$ cat src/rtl/iva_pkg.sv
// Shared types and constants for the interrupt vector allocator.
// Used by iva_ctrl, iva_datapath and interrupt_vector_allocator_unit.
`timescale 1ns / 1ps

package iva_pkg;

  // Default table sizes
  localparam int NUM_IRQS_DEF    = 256;
  localparam int NUM_VECTORS_DEF = 256;

  // Field widths fixed by the interface
  localparam int OP_W     = 3;
  localparam int IRQ_IN_W = 9;
  localparam int VEC_IN_W = 8;
  localparam int STATUS_W = 3;
  localparam int IRQ_OUT_W = 8;

  // Free-vector scan: 16 vectors per cycle over the 8-bit vector space
  localparam int SCAN_LOG = 4;
  localparam int SCAN_W   = 2 ** SCAN_LOG;
  localparam int CHUNK_W  = VEC_IN_W - SCAN_LOG;
  localparam int VEC_SPACE = 2 ** VEC_IN_W;

  // Operation codes
  localparam logic [OP_W-1:0] OP_BIND     = 3'd0;
  localparam logic [OP_W-1:0] OP_ALLOC    = 3'd1;
  localparam logic [OP_W-1:0] OP_FREE     = 3'd2;
  localparam logic [OP_W-1:0] OP_LOOKUP   = 3'd3;
  localparam logic [OP_W-1:0] OP_DISPATCH = 3'd4;

  // Status codes
  localparam logic [STATUS_W-1:0] ST_OK       = 3'd0;
  localparam logic [STATUS_W-1:0] ST_BAD_IRQ  = 3'd1;
  localparam logic [STATUS_W-1:0] ST_MISMATCH = 3'd2;
  localparam logic [STATUS_W-1:0] ST_NO_FREE  = 3'd3;
  localparam logic [STATUS_W-1:0] ST_SPURIOUS = 3'd4;
  localparam logic [STATUS_W-1:0] ST_STALE    = 3'd5;

  // Configuration port
  localparam int CFG_ADDR_W = 4;
  localparam int CFG_DATA_W = 32;
  localparam logic [1:0] REG_DYN_START = 2'd0;
  localparam logic [1:0] REG_DYN_END   = 2'd1;
  localparam logic [1:0] REG_FIX_START = 2'd2;

  localparam logic [7:0] DYN_START_RST = 8'd32;
  localparam logic [7:0] DYN_END_RST   = 8'd223;
  localparam logic [7:0] FIX_START_RST = 8'd224;

  typedef struct packed {
    logic [7:0] dyn_start;
    logic [7:0] dyn_end;
    logic [7:0] fix_start;
  } iva_cfg_t;

  // Controller -> datapath commands
  typedef struct packed {
    logic capture;    // latch request, first table reads
    logic read2;      // dependent table reads
    logic exec_fire;  // commit non-scan result and table updates
    logic scan_start; // load first scan chunk
    logic scan_step;  // examine one chunk
    logic alloc_fire; // commit scan result
  } iva_cmd_t;

  // Datapath -> controller status
  typedef struct packed {
    logic need_scan;
    logic out_free;
    logic scan_hit;
    logic scan_last;
  } iva_sts_t;

endpackage

$ cat src/rtl/iva_ctrl.sv
// Sequencing state machine for the interrupt vector allocator.
// Depends on iva_pkg for the command and status structs.
`timescale 1ns / 1ps

module iva_ctrl (
  input  logic              clk,
  input  logic              rst,
  input  logic              in_valid,
  output logic              in_ready,
  input  iva_pkg::iva_sts_t sts,
  output iva_pkg::iva_cmd_t cmd
);

  localparam logic [2:0] S_IDLE  = 3'd0;
  localparam logic [2:0] S_READ2 = 3'd1;
  localparam logic [2:0] S_EXEC  = 3'd2;
  localparam logic [2:0] S_SCAN  = 3'd3;
  localparam logic [2:0] S_ALLOC = 3'd4;

  logic [2:0] state;
  logic [2:0] state_next;

  always_ff @(posedge clk) begin
    if (rst) begin
      state <= S_IDLE;
    end else begin
      state <= state_next;
    end
  end

  always_comb begin
    state_next = state;
    cmd        = '0;
    in_ready   = 1'b0;
    unique case (state)
      S_IDLE: begin
        in_ready = 1'b1;
        if (in_valid) begin
          cmd.capture = 1'b1;
          state_next  = S_READ2;
        end
      end
      S_READ2: begin
        cmd.read2  = 1'b1;
        state_next = S_EXEC;
      end
      S_EXEC: begin
        if (sts.need_scan) begin
          cmd.scan_start = 1'b1;
          state_next     = S_SCAN;
        end else if (sts.out_free) begin
          cmd.exec_fire = 1'b1;
          state_next    = S_IDLE;
        end
      end
      S_SCAN: begin
        cmd.scan_step = 1'b1;
        if (sts.scan_hit || sts.scan_last) begin
          state_next = S_ALLOC;
        end
      end
      S_ALLOC: begin
        // hold the found vector until the output register frees up
        if (sts.out_free) begin
          cmd.alloc_fire = 1'b1;
          state_next     = S_IDLE;
        end
      end
      default: begin
        state_next = S_IDLE;
      end
    endcase
  end

endmodule

$ cat config.mk
export PLATFORM = sky130hd
export DESIGN_NAME = iva_ctrl
export DESIGN_NICKNAME = d
export VERILOG_FILES = /design/src/rtl/iva_pkg.sv /design/src/rtl/iva_ctrl.sv
export SDC_FILE = /design/constraint.sdc
export NUM_CORES = 1
export LEC_CHECK = 0
export CAP_MARGIN = 20
export CORE_AREA = 4 4 41 43
export CTS_CLUSTER_SIZE = 20
export DETAILED_ROUTE_END_ITERATION = 10
export DIE_AREA = 0 0 45 47
export DONT_BUFFER_PORTS = 1
export SLEW_MARGIN = 20
export SYNTH_ARGS = -nofsm -noshare
export SYNTH_HDL_FRONTEND = slang
export SYNTH_SLANG_ARGS = --single-unit
$ cat constraint.sdc
create_clock -name clk -period 3.3 [get_ports clk]
set_input_delay 0.33 -clock clk [delete_from_list [all_inputs] [get_ports clk]]
set_output_delay 0.33 -clock clk [all_outputs]
set_load 0.05 [all_outputs]
==> reports/results.tsv <==
metric	value	unit
status	completed	
worst-setup-path-type	reg -> out	
top_regs	state x3	
syn_nets	32	
die_area	2115	um^2
critical-path-max-stage-delay	0.76	ns
fp.dieH	47	um
drt-wirelength-per-cell	11.56	um
wl	520	um
cts_root_buffer	clkbuf_4	
timing.final.ws_setup	1.462	ns
firstDrtPassIters	2	
post-place-ws	1.711	ns
via_per_inst	4.489	
multi_input_area	153.9	um^2
final.setup.tns	0	ns
grt_use_total	0.05047	
final-seq-area	60.06	um^2
synth_seq_area_share	0.2824	
crit_required	2.97	ns
grt_setup_unrepaired	false	
route.detailed.drc	0	
clk_pin_slew	0.04	ns
area_growth_syn_to_layout	30.59	%
power_leakage	0.1081	nW
io_buffers	0	
cts_made_buffers	3	
crit_path_cell_trace	nor3b_2	
setup-violations-final	0	
numClockSinks	3	
synth-seq-cells	3	
postRouteAntennaNets	0	
nets	38	
worst_pin_slew	0.8390	ns
fill_cells	153	
regToRegSetupSlack	1.83	ns
ios	14	
layout-drive-gt1-share	0.3000	
grt_max_degree	12	
critical_path.top_delay_family	simple AND/OR/NAND/NOR gates	
start_kind	register	
synth.largest_area_cell	dfxtp_1	
top_register	state	
period_share	0.5569	
synth_area	212.7	um^2
synthTopCellsByArea	dfxtp_1, and2_1, and4bb_1	
cts_resized	0	
grt_remaining_overflow	0	
maxSlewHeadroom	0.4382	
end_kind	output port	
yosys_warnings	0	
max_freq	544.2	MHz
syn_inst	25	
clk_path_buf_depth	2	
cts_max_level	1	
hold_buffers	0	
antenna_found_initial	0	
avgSynthCellArea	8.508	um^2
grt_pass1_vias	179	
cts_tree	built	
slowest_stage	nor3b_2	
hpwl	430.8	um
cellPowerDensity	580.3	nW/um^2
num_rows	13	
gp_congestion	0.7214	
arrival	1.51	ns
post-cts-setup-buffer-count	0	
path_buf_inv	0	
largest_reg_flops	3	
synth_cell_type_count	19	
synth_top_area_frac	0.2824	
die_x	45	um
diodes	0	
initial_core_util	0.1635	
clk_latency	0.23	ns
fin_crit	1.838	ns
hold_viol	0	
grt_first_pass_wirelength	731	um
core_area	1301	um^2
vias	202	
cp_max_fo	11	
final_cell_mix	nor2_1, clkbuf_4, dfxtp_1	
hp-class	in -> reg	
final-max-slew-violation-count	0	
finClkSkew	0.0003422	ns
drt_iter0_drc	1	
max-cap-violations	0	
peakVddDrop	0.1070	mV
==> report_power, final <==
part           internal (mW)  total (mW)  switching, mW
Combinational         0.0137      0.0501         0.0364
Clock                 0.0453      0.0637         0.0184
Sequential            0.0396      0.0474        0.00776
Total                 0.0986       0.161         0.0626
==> stage by stage <==
step	power (mW)	utilization	cells	area, um^2	hold WS [ns]
2_1_floorplan	0.09147	-	25	212.7	0.4854
4_1_cts	0.1647	0.2135	45	277.8	0.2863
3_5_place_dp	0.09822	0.1933	41	251.5	0.5328
6_report	0.1612	0.2135	45	277.8	0.2935
5_1_grt	0.1713	0.2135	45	277.8	0.2940
3_3_place_gp	0.09837	0.1933	41	251.5	0.5334
==> final cells by class <==
| cell class | count | area share |
|---|---|---|
| clock buffer | 4 | 0.09459 |
| inverter | 1 | 0.01351 |
| multi-input combinational | 20 | 0.5541 |
| sequential | 3 | 0.2162 |
| tap | 15 | 0.06757 |
| timing repair buffer | 2 | 0.05405 |
==> kinds of logic after synthesis <==
group           Yosys count  share of synthesized area
flops                     3                     0.2824
simple gates             16                     0.5235
compound gates            4                     0.1236
buf+inv                   2                    0.07057
==> routing by layer <==
| metal | vias to the layer above | routed length, um | track usage |
|---|---|---|---|
| met5 | - | 0 | 0 |
| met4 | 0 | 0 | 0.05263 |
| met3 | 0 | 63 | 0.01533 |
| met2 | 10 | 223 | 0.06780 |
| met1 | 89 | 233 | 0.06109 |
| li1 | 103 | - | - |
==> synthesized netlist by cell type <==
cell type / n
nand3b_1: 1
nor4bb_1: 1
a21oi_1: 2
a311oi_1: 1
dfxtp_1: 3
inv_1: 1
and4bb_1: 1
buf_6: 1
or4b_1: 1
a21o_1: 1
nor4_1: 1
and2_1: 2
nor2b_1: 1
nor3b_1: 1
nor2_1: 3
nor3_1: 1
and4bb_2: 1
nand2_1: 1
nand2b_1: 1
==> final timing paths <==
path,cells past startpoint,end,from
setup / recovery,1,cmd[4],state[0]$_SDFFE_PP0P_
hold / removal,2,state[2]$_SDFFE_PP0P_,sts[2]
setup reg to reg,3,state[0]$_SDFFE_PP0P_,state[0]$_SDFFE_PP0P_
hold reg to reg,1,state[1]$_SDFFE_PP0P_,state[2]$_SDFFE_PP0P_
No activity file was read; power rests on OpenSTA's default activity.
